[src/rtl/mast_pkg.sv]
// Shared types, widths and constants for the motor axis sync tracker.
// Used by every module of the block by scoped name; depends on nothing.
package mast_pkg;

    // Position sample width and the widths that follow from it
    localparam int SAMPLE_BITS = 10;
    localparam int TGT_W       = 10;
    localparam int ERR_W       = ((SAMPLE_BITS > TGT_W) ? SAMPLE_BITS : TGT_W) + 2;
    localparam int MAG_W       = ERR_W - 1;
    localparam int STEP_W      = 10;
    localparam int TIME_W      = 32;
    localparam int CFG_W       = 16;
    localparam int WIN_W       = 10;
    localparam int CMD_W       = 16;
    localparam int FUNC_W      = 2;
    localparam int IDX_W       = 2;
    localparam int ACC_W       = 3;
    localparam int PROD1_W     = MAG_W + CFG_W;
    localparam int PROD_W      = PROD1_W + ACC_W;
    localparam int DIV_CNT_W   = $clog2(PROD_W);
    localparam int CMP_W       = (MAG_W > WIN_W) ? MAG_W : WIN_W;

    localparam int SAMPLE_HALF = 1 << (SAMPLE_BITS - 1);

    // Acceleration estimate: 1 + (1000 - |err|) / 250
    localparam int ACCEL_BASE  = 1000;
    localparam int ACCEL_SPAN  = 250;
    localparam int ACCEL_T1    = ACCEL_BASE - 3 * ACCEL_SPAN;
    localparam int ACCEL_T2    = ACCEL_BASE - 2 * ACCEL_SPAN;
    localparam int ACCEL_T3    = ACCEL_BASE - ACCEL_SPAN;

    // Setpoint clamp limits
    localparam logic signed [CMD_W-1:0] SETPOINT_MAX = 16'sd1000;
    localparam logic signed [CMD_W-1:0] SETPOINT_MIN = -16'sd1000;

    // Function codes
    localparam logic [FUNC_W-1:0] FUNC_UPDATE   = 2'd0;
    localparam logic [FUNC_W-1:0] FUNC_SETPOINT = 2'd1;
    localparam logic [FUNC_W-1:0] FUNC_POWER    = 2'd2;

    // Configuration register indexes
    localparam logic [IDX_W-1:0] REG_STROKE_TIME  = 2'd0;
    localparam logic [IDX_W-1:0] REG_STROKE_STEPS = 2'd1;
    localparam logic [IDX_W-1:0] REG_SYNC_WINDOW  = 2'd2;
    localparam logic [IDX_W-1:0] REG_SYNC_TIMEOUT = 2'd3;

    // Configuration reset values
    localparam logic [CFG_W-1:0] RST_STROKE_TIME  = 16'd3000;
    localparam logic [CFG_W-1:0] RST_STROKE_STEPS = 16'd900;
    localparam logic [WIN_W-1:0] RST_SYNC_WINDOW  = 10'd20;
    localparam logic [CFG_W-1:0] RST_SYNC_TIMEOUT = 16'd1000;

    typedef enum logic [2:0] {
        ST_IDLE,
        ST_CALC,
        ST_MUL1,
        ST_MUL2,
        ST_DIV,
        ST_DEADLINE,
        ST_FINISH
    } mast_state_t;

    // Controller to datapath
    typedef struct packed {
        logic capture;
        logic calc;
        logic mul1;
        logic div_start;
        logic div_step;
        logic deadline;
        logic commit;
    } mast_cmd_t;

    // Datapath to controller
    typedef struct packed {
        logic move_needed;
        logic div_last;
        logic out_free;
    } mast_stat_t;

endpackage

[src/rtl/mast_div.sv]
// Bit-serial restoring divider for the move time estimate.
// One quotient bit per step; uses widths from mast_pkg.
module mast_div (
    input  logic                         aclk,
    input  logic                         aresetn,
    input  logic                         start,
    input  logic                         step,
    input  logic [mast_pkg::PROD_W-1:0]  dividend,
    input  logic [mast_pkg::CFG_W-1:0]   divisor,
    output logic [mast_pkg::PROD_W-1:0]  quotient,
    output logic                         last
);

    logic [mast_pkg::PROD_W-1:0]    quo_reg;
    logic [mast_pkg::CFG_W-1:0]     rem_reg;
    logic [mast_pkg::DIV_CNT_W-1:0] cnt_reg;
    logic [mast_pkg::CFG_W:0]       shifted;
    logic [mast_pkg::CFG_W:0]       diff;
    logic                           ge;

    // Trial subtract of the divisor from the shifted remainder
    always_comb begin
        shifted = {rem_reg, quo_reg[mast_pkg::PROD_W-1]};
        diff    = shifted - {1'b0, divisor};
        ge      = !diff[mast_pkg::CFG_W];
    end

    // Load the dividend, then shift in one quotient bit per step
    always_ff @(posedge aclk) begin
        if (start) begin
            quo_reg <= dividend;
            rem_reg <= '0;
        end else if (step) begin
            quo_reg <= {quo_reg[mast_pkg::PROD_W-2:0], ge};
            rem_reg <= ge ? diff[mast_pkg::CFG_W-1:0] : shifted[mast_pkg::CFG_W-1:0];
        end
    end

    // Count the remaining steps
    always_ff @(posedge aclk) begin
        if (!aresetn) begin
            cnt_reg <= '0;
        end else if (start) begin
            cnt_reg <= mast_pkg::DIV_CNT_W'(mast_pkg::PROD_W - 1);
        end else if (step && cnt_reg != '0) begin
            cnt_reg <= cnt_reg - 1'b1;
        end
    end

    assign quotient = quo_reg;
    assign last     = (cnt_reg == '0);

endmodule

[src/rtl/mast_ctrl.sv]
// Controller state machine of the sync tracker.
// Sequences capture, move estimate and result commit; types from mast_pkg.
module mast_ctrl (
    input  logic                   aclk,
    input  logic                   aresetn,
    input  logic                   s_valid,
    output logic                   s_ready,
    input  mast_pkg::mast_stat_t   stat,
    output mast_pkg::mast_cmd_t    cmd
);

    mast_pkg::mast_state_t state_reg;
    mast_pkg::mast_state_t state_next;

    always_ff @(posedge aclk) begin
        if (!aresetn) begin
            state_reg <= mast_pkg::ST_IDLE;
        end else begin
            state_reg <= state_next;
        end
    end

    // Next state
    always_comb begin
        state_next = state_reg;
        unique case (state_reg)
            mast_pkg::ST_IDLE: begin
                if (s_valid) state_next = mast_pkg::ST_CALC;
            end
            mast_pkg::ST_CALC: begin
                state_next = stat.move_needed ? mast_pkg::ST_MUL1 : mast_pkg::ST_FINISH;
            end
            mast_pkg::ST_MUL1: begin
                state_next = mast_pkg::ST_MUL2;
            end
            mast_pkg::ST_MUL2: begin
                state_next = mast_pkg::ST_DIV;
            end
            mast_pkg::ST_DIV: begin
                if (stat.div_last) state_next = mast_pkg::ST_DEADLINE;
            end
            mast_pkg::ST_DEADLINE: begin
                state_next = mast_pkg::ST_FINISH;
            end
            mast_pkg::ST_FINISH: begin
                if (stat.out_free) state_next = mast_pkg::ST_IDLE;
            end
            default: begin
                state_next = mast_pkg::ST_IDLE;
            end
        endcase
    end

    // Commands
    always_comb begin
        cmd     = '0;
        s_ready = 1'b0;
        unique case (state_reg)
            mast_pkg::ST_IDLE: begin
                s_ready     = 1'b1;
                cmd.capture = s_valid;
            end
            mast_pkg::ST_CALC:     cmd.calc      = 1'b1;
            mast_pkg::ST_MUL1:     cmd.mul1      = 1'b1;
            mast_pkg::ST_MUL2:     cmd.div_start = 1'b1;
            mast_pkg::ST_DIV:      cmd.div_step  = 1'b1;
            mast_pkg::ST_DEADLINE: cmd.deadline  = 1'b1;
            mast_pkg::ST_FINISH:   cmd.commit    = stat.out_free;
            default: begin
                cmd     = '0;
                s_ready = 1'b0;
            end
        endcase
    end

endmodule

[src/rtl/mast_dp.sv]
// Datapath of the sync tracker: configuration, axis state, error and move
// estimate, output register. Uses mast_pkg and the divider mast_div.
module mast_dp (
    input  logic                                 aclk,
    input  logic                                 aresetn,
    input  mast_pkg::mast_cmd_t                  cmd,
    output mast_pkg::mast_stat_t                 stat,
    input  logic [mast_pkg::FUNC_W-1:0]          s_func,
    input  logic [mast_pkg::SAMPLE_BITS-1:0]     s_position_sample,
    input  logic [mast_pkg::TIME_W-1:0]          s_now_ms,
    input  logic signed [mast_pkg::CMD_W-1:0]    s_command_value,
    input  logic                                 cfg_valid,
    input  logic [mast_pkg::IDX_W-1:0]           cfg_index,
    input  logic [mast_pkg::CFG_W-1:0]           cfg_data,
    output logic                                 m_valid,
    input  logic                                 m_ready,
    output logic signed [mast_pkg::STEP_W-1:0]   m_step_relative,
    output logic                                 m_in_motion,
    output logic                                 m_synchronized,
    output logic                                 m_out_of_sync_event,
    output logic                                 m_drive_enable
);

    // Configuration
    logic [mast_pkg::CFG_W-1:0] stroke_time_reg;
    logic [mast_pkg::CFG_W-1:0] stroke_steps_reg;
    logic [mast_pkg::WIN_W-1:0] sync_window_reg;
    logic [mast_pkg::CFG_W-1:0] sync_timeout_reg;

    // Captured word
    logic [mast_pkg::FUNC_W-1:0]        func_reg;
    logic [mast_pkg::SAMPLE_BITS-1:0]   sample_reg;
    logic [mast_pkg::TIME_W-1:0]        now_reg;
    logic signed [mast_pkg::CMD_W-1:0]  cmd_val_reg;

    // Axis state
    logic signed [mast_pkg::TGT_W-1:0]  target_reg;
    logic signed [mast_pkg::TGT_W-1:0]  prev_target_reg;
    logic                               moving_reg;
    logic [mast_pkg::TIME_W-1:0]        deadline_reg;
    logic [mast_pkg::TIME_W-1:0]        last_sync_reg;
    logic                               sync_reg;
    logic                               enable_reg;

    // Error and estimate pipeline
    logic [mast_pkg::MAG_W-1:0]         mag_reg;
    logic [mast_pkg::STEP_W-1:0]        step_reg;
    logic [mast_pkg::PROD1_W-1:0]       prod1_reg;

    // Output register
    logic                               out_valid_reg;
    logic [mast_pkg::STEP_W-1:0]        out_step_reg;
    logic                               out_motion_reg;
    logic                               out_sync_reg;
    logic                               out_event_reg;
    logic                               out_enable_reg;

    logic signed [mast_pkg::ERR_W-1:0]  actual;
    logic signed [mast_pkg::ERR_W-1:0]  err;
    logic [mast_pkg::ERR_W-1:0]         err_adj;
    logic [mast_pkg::ERR_W-1:0]         err_half;
    logic [mast_pkg::MAG_W-1:0]         mag;
    logic [mast_pkg::ACC_W-1:0]         accel;
    logic [mast_pkg::PROD_W-1:0]        dividend;
    logic [mast_pkg::CFG_W-1:0]         divisor;
    logic [mast_pkg::PROD_W-1:0]        quotient;
    logic                               div_last;

    logic [mast_pkg::TIME_W-1:0]        past;
    logic [mast_pkg::TIME_W-1:0]        since_sync;
    logic                               moving_upd;
    logic                               in_window;
    logic                               sync_upd;
    logic                               event_upd;
    logic signed [mast_pkg::CMD_W-1:0]  clamped;
    logic [mast_pkg::CMD_W-1:0]         clamp_adj;
    logic [mast_pkg::TGT_W-1:0]         setpoint;

    // Configuration writes
    always_ff @(posedge aclk) begin
        if (!aresetn) begin
            stroke_time_reg  <= mast_pkg::RST_STROKE_TIME;
            stroke_steps_reg <= mast_pkg::RST_STROKE_STEPS;
            sync_window_reg  <= mast_pkg::RST_SYNC_WINDOW;
            sync_timeout_reg <= mast_pkg::RST_SYNC_TIMEOUT;
        end else if (cfg_valid) begin
            unique case (cfg_index)
                mast_pkg::REG_STROKE_TIME:  stroke_time_reg  <= cfg_data;
                mast_pkg::REG_STROKE_STEPS: stroke_steps_reg <= cfg_data;
                mast_pkg::REG_SYNC_WINDOW:  sync_window_reg  <= cfg_data[mast_pkg::WIN_W-1:0];
                mast_pkg::REG_SYNC_TIMEOUT: sync_timeout_reg <= cfg_data;
                default: ;
            endcase
        end
    end

    // Capture the accepted word
    always_ff @(posedge aclk) begin
        if (cmd.capture) begin
            func_reg    <= s_func;
            sample_reg  <= s_position_sample;
            now_reg     <= s_now_ms;
            cmd_val_reg <= s_command_value;
        end
    end

    // Recenter the sample, take the error, its magnitude and its half
    always_comb begin
        actual   = mast_pkg::ERR_W'(sample_reg) - mast_pkg::ERR_W'(mast_pkg::SAMPLE_HALF);
        err      = mast_pkg::ERR_W'(target_reg) - actual;
        err_adj  = err + {{(mast_pkg::ERR_W-1){1'b0}}, err[mast_pkg::ERR_W-1]};
        err_half = {err_adj[mast_pkg::ERR_W-1], err_adj[mast_pkg::ERR_W-1:1]};
        mag      = err[mast_pkg::ERR_W-1] ? mast_pkg::MAG_W'(-err) : mast_pkg::MAG_W'(err);
    end

    always_ff @(posedge aclk) begin
        if (cmd.calc) begin
            mag_reg  <= mag;
            step_reg <= err_half[mast_pkg::STEP_W-1:0];
        end
    end

    // Acceleration factor from the error size
    always_comb begin
        priority if (mag_reg == '0)                                accel = 3'd5;
        else if (mag_reg <= mast_pkg::MAG_W'(mast_pkg::ACCEL_T1))  accel = 3'd4;
        else if (mag_reg <= mast_pkg::MAG_W'(mast_pkg::ACCEL_T2))  accel = 3'd3;
        else if (mag_reg <= mast_pkg::MAG_W'(mast_pkg::ACCEL_T3))  accel = 3'd2;
        else                                                       accel = 3'd1;
    end

    // Time products: error times stroke time, then times acceleration into the divider
    always_ff @(posedge aclk) begin
        if (cmd.mul1) begin
            prod1_reg <= mast_pkg::PROD1_W'(mag_reg) * mast_pkg::PROD1_W'(stroke_time_reg);
        end
    end

    assign dividend = mast_pkg::PROD_W'(prod1_reg) * mast_pkg::PROD_W'(accel);
    assign divisor  = (stroke_steps_reg == '0) ? mast_pkg::CFG_W'(1) : stroke_steps_reg;

    mast_div u_div (
        .aclk     (aclk),
        .aresetn  (aresetn),
        .start    (cmd.div_start),
        .step     (cmd.div_step),
        .dividend (dividend),
        .divisor  (divisor),
        .quotient (quotient),
        .last     (div_last)
    );

    // Update step: move end, sync window and timeout
    always_comb begin
        past       = now_reg - deadline_reg;
        since_sync = now_reg - last_sync_reg;
        moving_upd = moving_reg && !(past != '0 && !past[mast_pkg::TIME_W-1]);
        in_window  = mast_pkg::CMP_W'(mag_reg) < mast_pkg::CMP_W'(sync_window_reg);
        sync_upd   = sync_reg;
        event_upd  = 1'b0;
        if (in_window) begin
            sync_upd = 1'b1;
        end else if (since_sync >= mast_pkg::TIME_W'(sync_timeout_reg)
                     && sync_reg && !moving_upd) begin
            sync_upd  = 1'b0;
            event_upd = enable_reg;
        end
    end

    // Setpoint: clamp and halve toward zero
    always_comb begin
        priority if (cmd_val_reg < mast_pkg::SETPOINT_MIN) clamped = mast_pkg::SETPOINT_MIN;
        else if (cmd_val_reg > mast_pkg::SETPOINT_MAX)     clamped = mast_pkg::SETPOINT_MAX;
        else                                               clamped = cmd_val_reg;
        clamp_adj = clamped + {{(mast_pkg::CMD_W-1){1'b0}}, clamped[mast_pkg::CMD_W-1]};
        setpoint  = clamp_adj[mast_pkg::TGT_W:1];
    end

    // Axis state
    always_ff @(posedge aclk) begin
        if (!aresetn) begin
            target_reg      <= '0;
            prev_target_reg <= '0;
            moving_reg      <= 1'b0;
            deadline_reg    <= '0;
            last_sync_reg   <= '0;
            sync_reg        <= 1'b1;
            enable_reg      <= 1'b0;
        end else if (cmd.deadline) begin
            deadline_reg    <= now_reg + mast_pkg::TIME_W'(quotient);
            prev_target_reg <= target_reg;
            moving_reg      <= 1'b1;
        end else if (cmd.commit) begin
            // Unused function code leaves the state alone
            unique case (func_reg)
                mast_pkg::FUNC_UPDATE: begin
                    moving_reg <= moving_upd;
                    sync_reg   <= sync_upd;
                    if (in_window) last_sync_reg <= now_reg;
                end
                mast_pkg::FUNC_SETPOINT: target_reg <= setpoint;
                mast_pkg::FUNC_POWER:    enable_reg <= (cmd_val_reg == '0);
                default: ;
            endcase
        end
    end

    // Output word payload
    always_ff @(posedge aclk) begin
        if (cmd.commit) begin
            if (func_reg == mast_pkg::FUNC_UPDATE) begin
                out_step_reg   <= step_reg;
                out_motion_reg <= moving_upd;
                out_sync_reg   <= sync_upd;
                out_event_reg  <= event_upd;
            end else begin
                out_step_reg   <= '0;
                out_motion_reg <= moving_reg;
                out_sync_reg   <= sync_reg;
                out_event_reg  <= 1'b0;
            end
            out_enable_reg <= (func_reg == mast_pkg::FUNC_POWER) ? (cmd_val_reg == '0)
                                                                 : enable_reg;
        end
    end

    // Output valid: set on commit, drop when taken
    always_ff @(posedge aclk) begin
        if (!aresetn) begin
            out_valid_reg <= 1'b0;
        end else if (cmd.commit) begin
            out_valid_reg <= 1'b1;
        end else if (m_ready) begin
            out_valid_reg <= 1'b0;
        end
    end

    always_comb begin
        stat.move_needed = (func_reg == mast_pkg::FUNC_UPDATE)
                           && (prev_target_reg != target_reg);
        stat.div_last    = div_last;
        stat.out_free    = !out_valid_reg || m_ready;
    end

    assign m_valid             = out_valid_reg;
    assign m_step_relative     = out_step_reg;
    assign m_in_motion         = out_motion_reg;
    assign m_synchronized      = out_sync_reg;
    assign m_out_of_sync_event = out_event_reg;
    assign m_drive_enable      = out_enable_reg;

endmodule

[src/rtl/motor_axis_sync_tracker_core.sv]
// Top level of the motor axis sync tracker: controller plus datapath.
// Depends on mast_pkg, mast_ctrl, mast_dp (which holds mast_div).
//
//   channel  direction  handshake            payload
//   s_       in         s_valid / s_ready    func, position_sample, now_ms, command_value
//   m_       out        m_valid / m_ready    step_relative, in_motion, synchronized,
//                                            out_of_sync_event, drive_enable
//   cfg_     in         cfg_valid/cfg_ready  cfg_index, cfg_data (always ready)
//
// One word at a time. Commands and updates without a setpoint change pass
// IDLE, CALC and FINISH; an update after a setpoint change also passes MUL1,
// MUL2, DIV (the bit-serial divider) and DEADLINE. FINISH waits for a free output register.
// Synchronous active-low reset; no clearing pass. A stalled result sits in
// the output register while the next word is accepted and processed.
module motor_axis_sync_tracker_core (
    input  logic                                 aclk,
    input  logic                                 aresetn,
    input  logic                                 s_valid,
    output logic                                 s_ready,
    input  logic [mast_pkg::FUNC_W-1:0]          s_func,
    input  logic [mast_pkg::SAMPLE_BITS-1:0]     s_position_sample,
    input  logic [mast_pkg::TIME_W-1:0]          s_now_ms,
    input  logic signed [mast_pkg::CMD_W-1:0]    s_command_value,
    output logic                                 m_valid,
    input  logic                                 m_ready,
    output logic signed [mast_pkg::STEP_W-1:0]   m_step_relative,
    output logic                                 m_in_motion,
    output logic                                 m_synchronized,
    output logic                                 m_out_of_sync_event,
    output logic                                 m_drive_enable,
    input  logic                                 cfg_valid,
    output logic                                 cfg_ready,
    input  logic [mast_pkg::IDX_W-1:0]           cfg_index,
    input  logic [mast_pkg::CFG_W-1:0]           cfg_data
);

    mast_pkg::mast_cmd_t  cmd;
    mast_pkg::mast_stat_t stat;

    // Configuration is taken in any cycle
    assign cfg_ready = 1'b1;

    mast_ctrl u_ctrl (
        .aclk    (aclk),
        .aresetn (aresetn),
        .s_valid (s_valid),
        .s_ready (s_ready),
        .stat    (stat),
        .cmd     (cmd)
    );

    mast_dp u_dp (
        .aclk                (aclk),
        .aresetn             (aresetn),
        .cmd                 (cmd),
        .stat                (stat),
        .s_func              (s_func),
        .s_position_sample   (s_position_sample),
        .s_now_ms            (s_now_ms),
        .s_command_value     (s_command_value),
        .cfg_valid           (cfg_valid),
        .cfg_index           (cfg_index),
        .cfg_data            (cfg_data),
        .m_valid             (m_valid),
        .m_ready             (m_ready),
        .m_step_relative     (m_step_relative),
        .m_in_motion         (m_in_motion),
        .m_synchronized      (m_synchronized),
        .m_out_of_sync_event (m_out_of_sync_event),
        .m_drive_enable      (m_drive_enable)
    );

endmodule

[config.mk]
export PLATFORM = sky130hd
export DESIGN_NAME = motor_axis_sync_tracker_core
export DESIGN_NICKNAME = d
export VERILOG_FILES = /design/src/rtl/mast_pkg.sv /design/src/rtl/mast_div.sv /design/src/rtl/mast_ctrl.sv /design/src/rtl/mast_dp.sv /design/src/rtl/motor_axis_sync_tracker_core.sv
export SDC_FILE = /design/constraint.sdc
export NUM_CORES = 1
export LEC_CHECK = 0
export BUFFER_PORTS_ARGS = -buffer_cell sky130_fd_sc_hd__buf_2
export CAP_MARGIN = 0
export CORE_MARGIN = 1.5
export CORE_UTILIZATION = 60
export CTS_CLUSTER_SIZE = 20
export DETAILED_ROUTE_END_ITERATION = 8
export PLACE_DENSITY = 0.87
export RECOVER_POWER = 50
export SYNTH_ARGS = -nofsm -noshare
export SYNTH_HDL_FRONTEND = slang
export SYNTH_HIERARCHICAL = 1
export SYNTH_SLANG_ARGS = --single-unit
export TNS_END_PERCENT = 100
[constraint.sdc]
create_clock -name aclk -period 7.4 [get_ports aclk]
set_input_delay 0.74 -clock aclk [delete_from_list [all_inputs] [get_ports aclk]]
set_output_delay 0.74 -clock aclk [all_outputs]
set_load 0.01 [all_outputs]
==> results.md <==
* Worst endpoint required time at 7.71 ns
* Comb pwr share at 56.1%
* RePlAce Congestion at 0.953
* Post-route ant nets at 0
* Largest net degree at the start of global routing at 91
* Port bufs at 98
* Nets at 3699
* Final wirelength at 67500 µm
* Syn Nets at 3684
* HPWL Detailed at 50900 µm
* Worst setup EP type: flop
* Die height at 220 µm
* Total CTS buffers at 38
* HP Start: s_now_ms[0]
* PD cells at 336 nW/µm²
* Compound-Gate Fraction of Synth Area at 15.6%
* Worst Path Class, Setup: flop to flop
* Initial Util at 60.8%
* Post-Synth Simple-Gate Area at 19.1%
* Wire per inst at 17.5 µm
* Outcome: finished with violations
* ANT cells at 0
* Mapped Cells at 3204
* Fin. Hold Viols at 0
* Endpoints failing setup at 0
* First-pass GRT wire length at 110000 µm
* Peak VDD IR at 0.425 mV
* Largest family of logic cells by synthesized area: adder cells
* RSZ-0062 raised after global routing: no
* CTS sink count at 322
* Setup Buffers After CTS at 0
* Via count at 22900
* Setup TNS at 0 ns
* Async SR Flop Fraction at 0%
* Violated checks: capacitance limit, slew limit
* Slew Viols, Final at 204
* Io pins at 100
* Worst setup SP type: flop
* Total track usage at 28.1%
* Number of flops mapped to enable cells by yosys at 152
* Die ar. at 48400 µm²
* Hold crit path type: primary input to flop
* Register Area at 7970 µm²
* Syn Area/Cell at 8.81 µm²
* Sw Ratio at 41.9%
* Violation count after the first detailed-route iteration at 1671
* Core ar. at 46500 µm²
* Total congestion overflow at 0
* Pleak at 0.0128 µW
* Worst-margin pin slew at 3.39 ns
* Min Tclk post-route at 6.36 ns
* Clk buf depth at 3
* TritonRoute pass-1 iters at 6
* Sequential share of power at 24.6%
* DRC Markers at 0
* Mux contribution to synthesized area at 3.80%
* CP startpoint: u_dp/mag_reg[9]
* Power share of the clock group at 19.4%
* Yosys warns at 6
* P_int at 5920 µW
* Vias in the first global route at 22400
* Root Buffer: clkbuf_16
* Worst Skew at 0.0304 ns
* Clock Latency Late Sink at 0.57 ns
* Area grow syn2layout at 7.39%
* Max Fclk at 157 MHz
* Sw Pwr at 4270 µW
* RR Startpoint: u_dp/mag_reg[9]
* Drt via density at 5.93
* Crit path DAT at 6.67 ns
* Placement Rows at 79
* CTS tree: yes
* Synthesized area at 28200 µm²
* Layout cell share with drive strength beyond 1 at 7.51%
* Yosys cell types at 97
* Initial antenna violation count at 1
* Max FO, Critical Path at 21
* Most used flip-flop cell after synthesis: dfxtp_1
* Rel. slew slack at -126%
* H-tree depth at 2
* PostCTS Resize Cnt at 0
* Hold Buf Count CTS at 0
* # fillers at 3647
* Clock slew at reported path FFs at 0.06 ns
* Total chip power at 10200 µW
* Seq cells post-synth at 322
* Post-Synth Adder-Cell Area at 21.7%
* Area used by multi-input combinational logic at 18300 µm²
* Maximum Capacitance Violations at 3
* Post-Synth XOR/XNOR Area at 4.56%
* Sequential area share after synthesis at 28.2%
* Tcrit/Tclk final at 86.0%
* Chip width at 220 µm
layer usage:
metal,vias up,track usage [%],part of all wire [%]
met2,742,48.6,48
met4,0,9.86,3.4
met3,172,4.46,6.3
met5,-,0,0
li1,11000,-,-
met1,10900,35.6,43
metrics by stage:
step | worst slack [ns] | hold slack (ns) | cells | cell area (µm²) | util (%)
global route | 0.644 | 0.338 | 3854 | 30300 | 65.3
finish | 1.04 | 0.350 | 3854 | 30300 | 65.3
CTS | 1.09 | 0.330 | 3854 | 30400 | 65.4
detailed placement | 1.12 | 0.459 | 3786 | 29100 | 62.6
global placement | 1.27 | 0.452 | 3786 | 29100 | 62.6
floorplan | 1.50 | 0.443 | 3204 | 28200 | -
logic make-up after synthesis:
| family | count (synthesis) |
|---|---|
| compound gates | 646 |
| xor+xnor | 147 |
| fa+ha+maj | 397 |
| buf+inv | 509 |
| flops | 322 |
| mux | 103 |
| other cells | 1 |
| simple gates | 1079 |
power groups by stage:
| stage | Clock, µW | Sequential (µW) | Combinational, µW |
|---|---|---|---|
| 2_1_floorplan | 0 | 2420 | 4580 |
| 3_3_place_gp | 0 | 2520 | 5340 |
| 3_5_place_dp | 0 | 2530 | 5580 |
| 4_1_cts | 2000 | 2500 | 5670 |
| 5_1_grt | 2070 | 2530 | 6470 |
| 6_report | 1970 | 2510 | 5720 |
cells in the final DEF (no fill, tap or decap), drive strengths merged, types with 35 or more instances in the layout:
| cell type | Yosys | final |
|---|---|---|
| edfxtp | 152 | 152 |
| nand2 | 399 | 399 |
| mux2i | 69 | 69 |
| xor2 | 53 | 53 |
| o21a | 37 | 37 |
| a21boi | 53 | 53 |
| a21o | 62 | 62 |
| ha | 241 | 241 |
| nand2b | 39 | 39 |
| and2 | 141 | 141 |
| buf | 23 | 90 |
| a211oi | 35 | 35 |
| nand3 | 67 | 67 |
| dfxtp | 170 | 170 |
| inv | 367 | 371 |
| nor2b | 82 | 82 |
| o21ai | 103 | 103 |
| nor3 | 49 | 49 |
| nor2 | 146 | 146 |
| xnor2 | 94 | 94 |
| clkbuf | 118 | 71 |
| fa | 156 | 156 |
| a21oi | 159 | 159 |
worst max-delay path, cell delays in order, from the launching register on:
cell and delay [ns]:
edfxtp_1 0.84, nand2_1 0.18, fa_1 0.52, fa_1 0.57
inv_1 0.07, fa_1 0.52, fa_1 0.55, inv_1 0.05
fa_1 0.53, inv_1 0.04, ha_1 0.20, or4_1 0.47
o2bb2ai_1 0.32, o211ai_1 0.17, a31oi_1 0.35, o31ai_1 0.14
a41oi_1 0.31, a21oi_1 0.13, xor2_1 0.15
path summary, 6_finish.rpt:
kind	to	slack, ns	cells after the start
worst max-delay path	u_dp/prod1_reg[25]	1.04	18
worst min-delay path	u_dp/now_reg[0]	0.35	1
worst max register to register	u_dp/prod1_reg[25]	1.04	18
worst min register to register	u_dp/sync_window_reg[9]	0.47	2
final cells by class:
type / instances / share of cell area, %
multi-input combinational: 2373 / 60.5
timing repair buffer: 116 / 1.91
sequential: 322 / 26.3
clock buffer: 45 / 3.40
tap: 607 / 2.50
clock inverter: 23 / 0.895
inverter: 368 / 4.56
synth_stat cells, types with 11 or more instances:
library cell | instances | area (µm²)
nor2_1 | 146 | 548
nor2b_1 | 81 | 507
o21ai_0 | 96 | 480
o31ai_1 | 23 | 173
nand2_1 | 399 | 1500
o211ai_1 | 28 | 210
buf_2 | 11 | 55.1
xnor2_1 | 94 | 823
inv_1 | 365 | 1370
a211o_1 | 11 | 96.3
nor3_1 | 47 | 235
or4_1 | 11 | 82.6
nand4_1 | 31 | 194
a21o_1 | 62 | 465
or2_2 | 18 | 113
clkbuf_1 | 118 | 443
nand3_1 | 67 | 335
mux2i_1 | 69 | 691
o21bai_1 | 15 | 113
a31oi_1 | 29 | 181
fa_1 | 156 | 3120
nor4_1 | 17 | 106
and3_1 | 22 | 138
ha_1 | 241 | 3020
a211oi_1 | 33 | 248
edfxtp_1 | 152 | 4560
dfxtp_1 | 170 | 3400
xor2_1 | 53 | 464
o21a_1 | 37 | 278
nand2b_1 | 38 | 238
a21boi_0 | 52 | 390
a21oi_1 | 154 | 771
mux2_2 | 34 | 383
and2_1 | 140 | 876
No activity file was read; power rests on OpenSTA's default activity.
